**src/design/mbrtu_pkg.sv**
```systemverilog
// Shared types, constants and CRC helper for the Modbus RTU reply parser.
package mbrtu_pkg;

  localparam int MAX_FRAME_LEN = 256;
  localparam int LEN_W         = $clog2(MAX_FRAME_LEN + 1);
  localparam int HDR_DEPTH     = 7;
  localparam int MIN_FRAME_LEN = 5;
  localparam int COUNT_EXTRA   = 5;
  localparam int WRITE_LEN     = 8;

  localparam logic [15:0] CRC_START       = 16'hFFFF;
  localparam logic [15:0] CRC_POLY        = 16'hA001;
  localparam logic [7:0]  CONTROL_ON_BYTE = 8'hFF;
  localparam logic [7:0]  COUNT_TEMP_HUM  = 8'd4;
  localparam logic [7:0]  COUNT_CO2       = 8'd2;

  localparam logic [3:0] OUT_TEMP_HUM  = 4'd0;
  localparam logic [3:0] OUT_CO2       = 4'd1;
  localparam logic [3:0] OUT_WRITE_ACK = 4'd2;
  localparam logic [3:0] OUT_SHORT     = 4'd3;
  localparam logic [3:0] OUT_ADDRESS   = 4'd4;
  localparam logic [3:0] OUT_CRC       = 4'd5;
  localparam logic [3:0] OUT_LENGTH    = 4'd6;
  localparam logic [3:0] OUT_FUNCTION  = 4'd7;
  localparam logic [3:0] OUT_COUNT     = 4'd8;

  localparam int CFG_IDX_W = 2;
  localparam logic [CFG_IDX_W-1:0] CFG_SLAVE_ADDR = 2'd0;
  localparam logic [CFG_IDX_W-1:0] CFG_READ_FUNC  = 2'd1;
  localparam logic [CFG_IDX_W-1:0] CFG_WRITE_FUNC = 2'd2;

  typedef struct packed {
    logic [7:0] rx_byte;
    logic       last_byte;
  } in_t;

  typedef struct packed {
    logic [3:0]  outcome;
    logic [15:0] temperature_tenths;
    logic [15:0] humidity_tenths;
    logic [15:0] co2_ppm;
    logic        control_ok;
  } out_t;

  typedef logic [HDR_DEPTH-1:0][7:0] hdr_t;

  // Verdict of the frame checker and which held readings to refresh.
  typedef struct packed {
    logic [3:0] outcome;
    logic       upd_temp_hum;
    logic       upd_co2;
    logic       upd_control;
    logic       control_val;
  } chk_t;

  function automatic logic [15:0] crc16_byte(input logic [15:0] crc_in, input logic [7:0] b);
    logic [15:0] c;
    c = crc_in ^ {8'h00, b};
    for (int k = 0; k < 8; k++) begin
      c = c[0] ? ((c >> 1) ^ CRC_POLY) : (c >> 1);
    end
    return c;
  endfunction

endpackage

```
**src/design/modbus_rtu_response_parser.sv**
```systemverilog
// Top level of the Modbus RTU reply parser: CRC, header capture, held readings.
//
//  channel | direction | handshake          | payload
//  in_     | input     | in_valid/in_stall  | in_data  (rx_byte, last_byte)
//  out_    | output    | out_valid/out_stall| out_data (outcome, readings, control_ok)
//  cfg_    | input     | cfg_valid/cfg_ready| cfg_index, cfg_data
//
// One byte per cycle unless stalled. CRC update, header capture and the frame
// verdict are done in the accept cycle; the result request is in the output
// register in the cycle after the final byte. in_stall is raised only while a
// result is held and the output side stalls. Reset (rst_n low, synchronous)
// restarts the frame and clears the held readings; cfg_ready is always high.
module modbus_rtu_response_parser (
  input  logic                              clk,
  input  logic                              rst_n,
  input  logic                              in_valid,
  output logic                              in_stall,
  input  mbrtu_pkg::in_t                    in_data,
  output logic                              out_valid,
  input  logic                              out_stall,
  output mbrtu_pkg::out_t                   out_data,
  input  logic                              cfg_valid,
  output logic                              cfg_ready,
  input  logic [mbrtu_pkg::CFG_IDX_W-1:0]   cfg_index,
  input  logic [7:0]                        cfg_data
);
  import mbrtu_pkg::*;

  logic [7:0]       slave_addr_r, read_func_r, write_func_r;
  logic [15:0]      crc_r, crc_nxt;
  logic [LEN_W-1:0] cnt_r, cnt_nxt;
  hdr_t             hdr_r, hdr_eff;
  logic [15:0]      temp_r, temp_nxt;
  logic [15:0]      hum_r, hum_nxt;
  logic [15:0]      co2_r, co2_nxt;
  logic             ctl_r, ctl_nxt;
  logic             out_valid_r, out_valid_nxt;
  out_t             out_data_r, out_data_nxt;
  logic             in_acc;
  logic             frame_end;
  chk_t             chk;

  assign cfg_ready = 1'b1;
  assign in_stall  = out_valid_r & out_stall;
  assign in_acc    = in_valid & ~in_stall;
  assign frame_end = in_acc & in_data.last_byte;
  assign out_valid = out_valid_r;
  assign out_data  = out_data_r;

  always_ff @(posedge clk) begin
    if (!rst_n) begin
      slave_addr_r <= 8'd1;
      read_func_r  <= 8'd3;
      write_func_r <= 8'd6;
    end else if (cfg_valid && cfg_ready) begin
      case (cfg_index)
        CFG_SLAVE_ADDR: slave_addr_r <= cfg_data;
        CFG_READ_FUNC:  read_func_r  <= cfg_data;
        CFG_WRITE_FUNC: write_func_r <= cfg_data;
        default: ;
      endcase
    end
  end

  // header as seen including the byte arriving now
  always_comb begin
    for (int i = 0; i < HDR_DEPTH; i++) begin
      hdr_eff[i] = (cnt_r == LEN_W'(i)) ? in_data.rx_byte : hdr_r[i];
    end
  end

  always_ff @(posedge clk) begin
    if (in_acc) begin
      hdr_r <= hdr_eff;
    end
  end

  logic [15:0]      crc_step;
  logic [LEN_W-1:0] len_step;

  assign crc_step = crc16_byte(crc_r, in_data.rx_byte);
  assign len_step = (cnt_r < LEN_W'(MAX_FRAME_LEN)) ? cnt_r + 1'b1 : cnt_r;

  mbrtu_check u_check (
    .hdr                 (hdr_eff),
    .frame_len           (len_step),
    .crc_residue         (crc_step),
    .slave_address       (slave_addr_r),
    .read_function_code  (read_func_r),
    .write_function_code (write_func_r),
    .chk                 (chk)
  );

  always_comb begin
    crc_nxt       = crc_r;
    cnt_nxt       = cnt_r;
    temp_nxt      = temp_r;
    hum_nxt       = hum_r;
    co2_nxt       = co2_r;
    ctl_nxt       = ctl_r;
    out_valid_nxt = out_valid_r & out_stall;
    out_data_nxt  = out_data_r;
    if (in_acc) begin
      crc_nxt = crc_step;
      cnt_nxt = len_step;
    end
    if (frame_end) begin
      crc_nxt = CRC_START;
      cnt_nxt = '0;
      if (chk.upd_temp_hum) begin
        temp_nxt = {hdr_eff[3], hdr_eff[4]};
        hum_nxt  = {hdr_eff[5], hdr_eff[6]};
      end
      if (chk.upd_co2) begin
        co2_nxt = {hdr_eff[3], hdr_eff[4]};
      end
      if (chk.upd_control) begin
        ctl_nxt = chk.control_val;
      end
      out_valid_nxt                 = 1'b1;
      out_data_nxt.outcome            = chk.outcome;
      out_data_nxt.temperature_tenths = temp_nxt;
      out_data_nxt.humidity_tenths    = hum_nxt;
      out_data_nxt.co2_ppm            = co2_nxt;
      out_data_nxt.control_ok         = ctl_nxt;
    end
  end

  always_ff @(posedge clk) begin
    if (!rst_n) begin
      crc_r       <= CRC_START;
      cnt_r       <= '0;
      temp_r      <= '0;
      hum_r       <= '0;
      co2_r       <= '0;
      ctl_r       <= 1'b0;
      out_valid_r <= 1'b0;
    end else begin
      crc_r       <= crc_nxt;
      cnt_r       <= cnt_nxt;
      temp_r      <= temp_nxt;
      hum_r       <= hum_nxt;
      co2_r       <= co2_nxt;
      ctl_r       <= ctl_nxt;
      out_valid_r <= out_valid_nxt;
    end
  end

  always_ff @(posedge clk) begin
    out_data_r <= out_data_nxt;
  end

endmodule

```
**src/design/mbrtu_check.sv**
```systemverilog
// Frame checker: judges a finished reply from its header, length and CRC residue.
module mbrtu_check (
  input  mbrtu_pkg::hdr_t              hdr,
  input  logic [mbrtu_pkg::LEN_W-1:0]  frame_len,
  input  logic [15:0]                  crc_residue,
  input  logic [7:0]                   slave_address,
  input  logic [7:0]                   read_function_code,
  input  logic [7:0]                   write_function_code,
  output mbrtu_pkg::chk_t              chk
);
  import mbrtu_pkg::*;

  logic [LEN_W-1:0] count_len;

  assign count_len = LEN_W'(hdr[2]) + LEN_W'(COUNT_EXTRA);

  always_comb begin
    chk = '0;
    if (frame_len < LEN_W'(MIN_FRAME_LEN)) begin
      chk.outcome = OUT_SHORT;
    end else if (hdr[0] != slave_address) begin
      chk.outcome = OUT_ADDRESS;
    end else if (crc_residue != 16'h0000) begin
      chk.outcome = OUT_CRC;
    end else if (hdr[1] == read_function_code) begin
      // read interpretation wins when both function codes match
      if (count_len != frame_len) begin
        chk.outcome = OUT_LENGTH;
      end else if (hdr[2] == COUNT_TEMP_HUM) begin
        chk.outcome      = OUT_TEMP_HUM;
        chk.upd_temp_hum = 1'b1;
      end else if (hdr[2] == COUNT_CO2) begin
        chk.outcome = OUT_CO2;
        chk.upd_co2 = 1'b1;
      end else begin
        chk.outcome = OUT_COUNT;
      end
    end else if (hdr[1] == write_function_code) begin
      if (frame_len != LEN_W'(WRITE_LEN)) begin
        chk.outcome = OUT_LENGTH;
      end else begin
        chk.outcome     = OUT_WRITE_ACK;
        chk.upd_control = 1'b1;
        chk.control_val = (hdr[4] == CONTROL_ON_BYTE);
      end
    end else begin
      chk.outcome = OUT_FUNCTION;
    end
  end

endmodule

```
**config.mk**
```make
export PLATFORM = sky130hd
export DESIGN_NAME = modbus_rtu_response_parser
export DESIGN_NICKNAME = d
export VERILOG_FILES = /design/src/design/mbrtu_pkg.sv /design/src/design/modbus_rtu_response_parser.sv /design/src/design/mbrtu_check.sv
export SDC_FILE = /design/constraint.sdc
export NUM_CORES = 1
export LEC_CHECK = 0
export BUFFER_PORTS_ARGS = -buffer_cell sky130_fd_sc_hd__buf_2
export CAP_MARGIN = 10
export CORE_AREA = 4 4 169 171
export DETAILED_ROUTE_END_ITERATION = 10
export DIE_AREA = 0 0 173 175
export SYNTH_ARGS = -nofsm -noshare
export SYNTH_HDL_FRONTEND = slang
export SYNTH_SLANG_ARGS = --single-unit
```
**constraint.sdc**
```tcl
create_clock -name clk -period 6.11 [get_ports clk]
set_input_delay 1.833 -clock clk [delete_from_list [all_inputs] [get_ports clk]]
set_output_delay 1.833 -clock clk [all_outputs]
set_load 0.1 [all_outputs]
```
==> Word-level counts from Yosys, hierarchy flattened <==
Index checks and enable logic that the tools add are counted.
{ "word_totals": {"reg_bits": 208, "output_inout_bits": 56, "wordCells": 105} }
{ "classes": {"addsub": 2, "n_lt_le_gt_ge": 2, "eq_ne": 16, "n_mux": 40, "bitwise": 14, "n_reduce_logical": 8} }
{ "op_table": {"columns": ["operator", "n"], "rows": [
  ["two-way mux 16 bit", 11],
  ["two-way mux 8 bit", 7],
  ["two-way mux 4 bit", 8],
  ["== test 9 x 3 -> 1 bit, second input constant", 3],
  ["inverter 2 -> 3 bit", 8],
  ["== test 9 x 2 -> 1 bit, second input constant", 2],
  ["== test 8 bit", 2],
  ["nonzero test 16 bit", 1],
  ["bitwise XOR 16 x 8 -> 16 bit", 1],
  ["two-way mux 2 bit", 5],
  ["adder 8 x 3 -> 9 bit, second input constant", 1],
  ["adder 9 x 1 -> 9 bit, second input constant", 1],
  ["== test 9 x 1 -> 1 bit, second input constant", 1],
  ["zero test 9 bit", 1],
  ["< comparator 9 x 3 -> 1 bit, second input constant", 1],
  ["< comparator 9 bit, second input constant", 1],
  ["two-way mux 3 bit", 3],
  ["two-way mux 9 bit", 1],
  ["!= test 9 x 4 -> 1 bit, second input constant", 1],
  ["!= test 9 bit", 1],
  ["== test 8 x 2 -> 1 bit, second input constant", 1],
  ["== test 8 x 3 -> 1 bit, second input constant", 1],
  ["== test 8 bit, second input constant", 1],
  ["!= test 8 bit", 1],
  ["9 further kinds", 18]
]} }

==> Logic depth before layout (Yosys ltp) <==
{ "depth": {"ltp_word": 22, "depth_mapped": 18, "mapped_depth_nobuf": 15} }

==> Modules after synthesis <==
A second synthesis with hierarchy kept.
{ "hier_totals": {"hier_cells": 856, "hier_area_um2": 9193.8} }
{ "modules_own_cells": {"columns": ["mod", "instances", "cells_each", "area_per_inst_um2", "seq_area_each_um2"], "rows": [
  ["modbus_rtu_response_parser", 1, 744, 8403.1, 5255.0],
  ["mbrtu_check", 1, 112, 790.8, 0.0]
]} }

==> Worst setup path after synthesis <==
No wires, ideal clock.
{ "synth_path": {"path_type": "input to register", "from": "input in_data[6] (netlist name)", "to": "register out_data_r (netlist bit out_data[1]) (data pin)", "setup_ns": 0.260, "t_arrival_ns": 5.216, "slack_ns": 0.635, "path_stages": 15, "n_path_buf": 2, "path_cell_list": "clkbuf_1 > xnor2_1 > xnor2_1 > xnor2_1 > xnor2_1 > ha_1 > or4b_2 > nor3_1 > nand3_1 > nor4b_1 > and4_4 > nand4_4 > nor2_8 > buf_6 > mux2_2"} }
{ "synth_via": {"elab_chain_cells": 16} }
{ "synth_lines": {"columns": ["element", "line_no", "source"], "rows": [
  ["start, declared", "modbus_rtu_response_parser.sv:18", "input mbrtu_pkg::in_t in_data,"],
  ["bitwise XOR 16 x 8 -> 16 bit", "mbrtu_pkg.sv:58", "c = crc_in ^ {8'h00, b};"],
  ["two-way mux 16 bit (4 in series)", "mbrtu_pkg.sv:60", "c = c[0] ? ((c >> 1) ^ CRC_POLY) : (c >> 1);"],
  ["inverter 2 -> 3 bit (no line)", null, null],
  ["two-way mux 16 bit (3 in series)", "mbrtu_pkg.sv:60", null],
  ["inverter 2 -> 3 bit (no line)", null, null],
  ["two-way mux 16 bit", "mbrtu_pkg.sv:60", null],
  ["nonzero test 16 bit", "mbrtu_check.sv:23", "end else if (crc_residue != 16'h0000) begin"],
  ["two-way mux 4 bit", "mbrtu_check.sv:23", null],
  ["two-way mux 4 bit *", "mbrtu_check.sv:21", "end else if (hdr[0] != slave_address) begin"],
  ["two-way mux 4 bit *", "mbrtu_check.sv:19", "if (frame_len < LEN_W'(MIN_FRAME_LEN)) begin"],
  ["two-way mux 16 bit *", "modbus_rtu_response_parser.sv:114", "if (chk.upd_co2) begin"],
  ["end signal, assigned", "modbus_rtu_response_parser.sv:150", "out_data_r <= out_data_nxt;"],
  ["end, declared", "modbus_rtu_response_parser.sv:38", "out_t out_data_r, out_data_nxt;"]
]} }
Every way passes the cells marked *; elsewhere a longest branch is shown, timed or not.
A chain may end at the register's enable or synchronous reset.

==> Final worst setup path <==
{ "layout_path": {"from": "input in_data[6] (netlist name)", "to": "register out_data_r (netlist bit out_data[12]) (data pin)"} }
Same word-level chain as after synthesis.

==> results.md <==
- Largest net degree at the start of global routing: 68
- Clk slew on worst S/H paths: 0.06 ns
- CTS tree: done
- Largest stage delay on the critical path: 0.58 ns
- Synthesized area: 0.01065 mm2
- Max-slew violation count: 0
- Post-cts hold buffer count: 0
- Clock latency of the later-clocked register in the worst-skew pair: 0.52 ns
- Simple-gate area share of the yosys netlist: 0.1958
- CTS buffer count: 23
- Worst vdd rail ir drop: 0.2183 mV
- Number of failing setup endpoints in the final timing report: 0
- HPWL after detailed placement: 18490 um
- RR Endpoint: co2_r[5]
- Overall die width: 173 um
- Xor-xnor portion of the synthesized cell area: 0.04289
- Antenna violations before repair: 0
- Cell-by-cell listing of the critical path: buf_2, xnor2_1, xnor2_1, xnor2_1, xnor2_1, ha_1, or4b_2, nor3_1, nand3_1, nor4b_1, and4_4, nand4_4, nor2_8, mux2_2
- Class of the most critical setup path: in -> reg
- First-pass GRT wire length: 46220 um
- Depth of the worst register-to-register path: 15
- Number of diodes added for antenna fixing: 0
- Full die area: 0.03028 mm2
- Cells after Synth: 996
- Routed wire length per instance: 20.51 um
- Number of flops mapped to enable cells by yosys: 109
- RSZ-0062 raised after global routing: no
- Worst hold start: crc_r[11]
- Leading cell types in the layout, fill and taps excluded: sky130_fd_sc_hd__edfxtp_1, sky130_fd_sc_hd__dfxtp_1, sky130_fd_sc_hd__buf_2, sky130_fd_sc_hd__nor3_1, sky130_fd_sc_hd__nand2_1
- Fin Setup TNS: 0 ns
- Placed cell areas: 0.01132 mm2
- Distinct cell type count after synthesis: 82
- Cells on Worst Hold Path: 2
- Main synth FF type: sky130_fd_sc_hd__edfxtp_1
- CP Launch Type: input port
- Post-synth net total: 1028
- Fraction of registers with async set or reset after synthesis: 0
- Setup Skew: 0.01988 ns
- Worst slew margin relative to its limit: 0.3031
- Biggest area consumer among synthesized cells: sky130_fd_sc_hd__edfxtp_1
- Startpoint of the worst-slack reg-to-reg timing path: cnt_r[0]
- Worst-case hold path end point: crc_r[3]
- Crit-path max FO: 16
- Post-cts resize count: 0
- Actual transition at the worst max-transition pin: 1.043 ns
- Number of levels in the clock H-tree: 1
- Total number of vias: 8178
- Number of standard cells in the final layout excluding fillers: 1402
- Initial core utilization: 0.3962
- Sequential-to-total area share from yosys stat: 0.4935
- Data required, critical path: 6.36 ns
- Total of flip-flops plus latches after synthesis: 208
- Count of TritonRoute iterations in the first routing pass: 5
- Net count of the finished layout: 1076
- Count of synthesis-stage warnings from yosys: 0
- Post-Syn Area per Cell: 10.69 um2
- Worst path buffer plus inverter count: 1
- Min Tclk post-route: 5.160 ns
- Synthesis-to-layout area growth: 13.83%
- Fin Hold WS: 0.4881 ns
- Maximum count of clock buffers along a single path: 3
- Violation count after the first detailed-routing iteration: 723
- Max cap viols: 0
- Cells taking the most area after synthesis: sky130_fd_sc_hd__edfxtp_1, sky130_fd_sc_hd__dfxtp_1, sky130_fd_sc_hd__mux2_2
- Number of remaining DRC errors: 0
- Die Y: 175 um
- Number of global-route vias before repair: 8045
- Slowest stage cell on the critical path: sky130_fd_sc_hd__or4b_2
- Total clock sinks: 208
- Fmax: 193.8 MHz
- Global-route usage over all layers: 0.1864
- Placed cell count: 1360
- Share of final-layout standard cells stronger than drive strength 1: 0.2394
- Root buf cell: sky130_fd_sc_hd__clkbuf_16
- Final hold violations: 0
- Vias per inst: 5.833
- Port-buffer cells: 78
- Leakage power summed over all cells: 4.481 nW
- Rows: 60
- Portion of synthesized cell area occupied by the leading cell type: 0.3074
- Fin area: 0.01212 mm2
- Post-CTS Setup Repair Bufs: 0
- Synth Area in Adders: 0.009401
- Mux contribution to synthesized area: 0.1014
- Arrival @ worst endpoint: 5.41 ns
- Main combinational cell family by area after synthesis: simple AND/OR/NAND/NOR gates
- Commonest non-fill, non-tap cell in the layout: sky130_fd_sc_hd__edfxtp_1
- Complex-gate fraction of the synthesized area: 0.1118
- Hold Crit Class: reg -> reg
- Aggregate global routing overflow: 0
- Total wire length: 28750 um
- Power density over the cells: 290.1 mW/mm2
- Status: complete, no violations
- Count of boundary I/O pins: 80
- Crit end category: register
- Period Utilization, post-route: 0.8446
- Cell mode on critical path: sky130_fd_sc_hd__xnor2_1
- Routed Antenna Nets: 0
- Area of the core region: 0.02688 mm2
- Final RePlAce weighted congestion: 0.8692
- Worst setup slack for register-to-register paths: 1.52 ns
- Kind of cell adding the most delay to the critical path: simple AND/OR/NAND/NOR gates
[final cells by class]
| type | instances | area, um2 |
|---|---|---|
| fillers | 2530 | 14760 |
| inverters | 23 | 88.84 |
| well taps | 341 | 426.7 |
| clock inverters | 16 | 192.7 |
| repair buffers | 103 | 628.1 |
| flip-flops and latches | 208 | 5255 |
| clock buffers | 26 | 606.8 |
| multi-input cells | 685 | 4922 |
[cells in the mapped netlist, drive strengths merged (18+ instances only)]
library cell / count
nor4: 43
edfxtp: 109
nor3: 74
a41oi: 48
mux2: 76
inv: 21
and3: 18
buf: 30
xnor2: 33
a21oi: 27
nor2: 47
o21ai: 40
mux2i: 22
nand3: 24
clkbuf: 50
dfxtp: 99
nand2: 75
[layer usage]
metal / share of wire / vias to the layer above / global-route usage
met1: 0.45 / 3988 / 0.2574
met4: 0.028 / 0 / 0.05920
met3: 0.050 / 55 / 0.02337
met5: 0 / - / 0
met2: 0.47 / 258 / 0.3066
li1: - / 3877 / -
[through the flow]
step / util / setup slack, ns / power, mW
after CTS: 0.4510 / 0.9222 / 3.544
after floorplan: - / 0.6346 / 1.960
after detailed placement: 0.4212 / 0.3911 / 2.080
after global routing: 0.4510 / 0.5447 / 3.650
final: 0.4510 / 0.9497 / 3.516
after global placement: 0.4212 / 0.3857 / 2.078
[state kept, by name (all words and copies together) (netlist names)]
register / count
hdr_r: 56
out_data: 53
co2_r: 16
crc_r: 16
hum_r: 16
temp_r: 16
cnt_r: 9
read_func_r: 8
slave_addr_r: 8
write_func_r: 8
ctl_r: 1
out_valid: 1
[how the worst max path moves through the flow]
stage	startpoint	depth (start not counted)	slack, ns	endpoint
after floorplan	in_data[6]	15	0.63	out_data[1]
after global routing	in_data[6]	14	0.54	out_data[12]
after detailed placement	in_data[6]	14	0.39	out_data[9]
after global placement	in_data[6]	14	0.39	out_data[9]
final	in_data[6]	14	0.95	out_data[12]
after CTS	in_data[6]	14	0.92	out_data[12]
[power by group]
part | total, mW | leakage [nW] | switching [mW] | internal (mW)
Clock | 1.46 | 0.386 | 0.579 | 0.886
Sequential | 1.57 | 1.86 | 0.0334 | 1.54
Combinational | 0.481 | 2.23 | 0.331 | 0.150
[logic make-up (layout without fill, tap and decap cells)]
family	Yosys count	in the layout
AND/OR/NAND/NOR	366	366
flip-flops	208	208
AO/OA/AOI/OAI	163	163
buffers and inverters	103	168
multiplexers	98	98
XOR/XNOR	49	49
adder cells (fa/ha/maj)	8	8
other	1	1
[worst reg2reg max path, cell delays in order (launching register included)]
cell and delay (ns):
sky130_fd_sc_hd__dfxtp_1 0.39, sky130_fd_sc_hd__inv_1 0.18, sky130_fd_sc_hd__ha_1 0.21, sky130_fd_sc_hd__or4b_1 0.64, sky130_fd_sc_hd__o21ai_0 0.33, sky130_fd_sc_hd__and2_1 0.25, sky130_fd_sc_hd__inv_1 0.07, sky130_fd_sc_hd__ha_1 0.26
sky130_fd_sc_hd__or2_2 0.30, sky130_fd_sc_hd__o221ai_1 0.24, sky130_fd_sc_hd__xnor2_1 0.26, sky130_fd_sc_hd__o2111ai_1 0.16, sky130_fd_sc_hd__and4bb_2 0.62, sky130_fd_sc_hd__buf_4 0.27, sky130_fd_sc_hd__a41oi_1 0.13, sky130_fd_sc_hd__nor3_1 0.19
No activity file was read; power rests on OpenSTA's default activity.
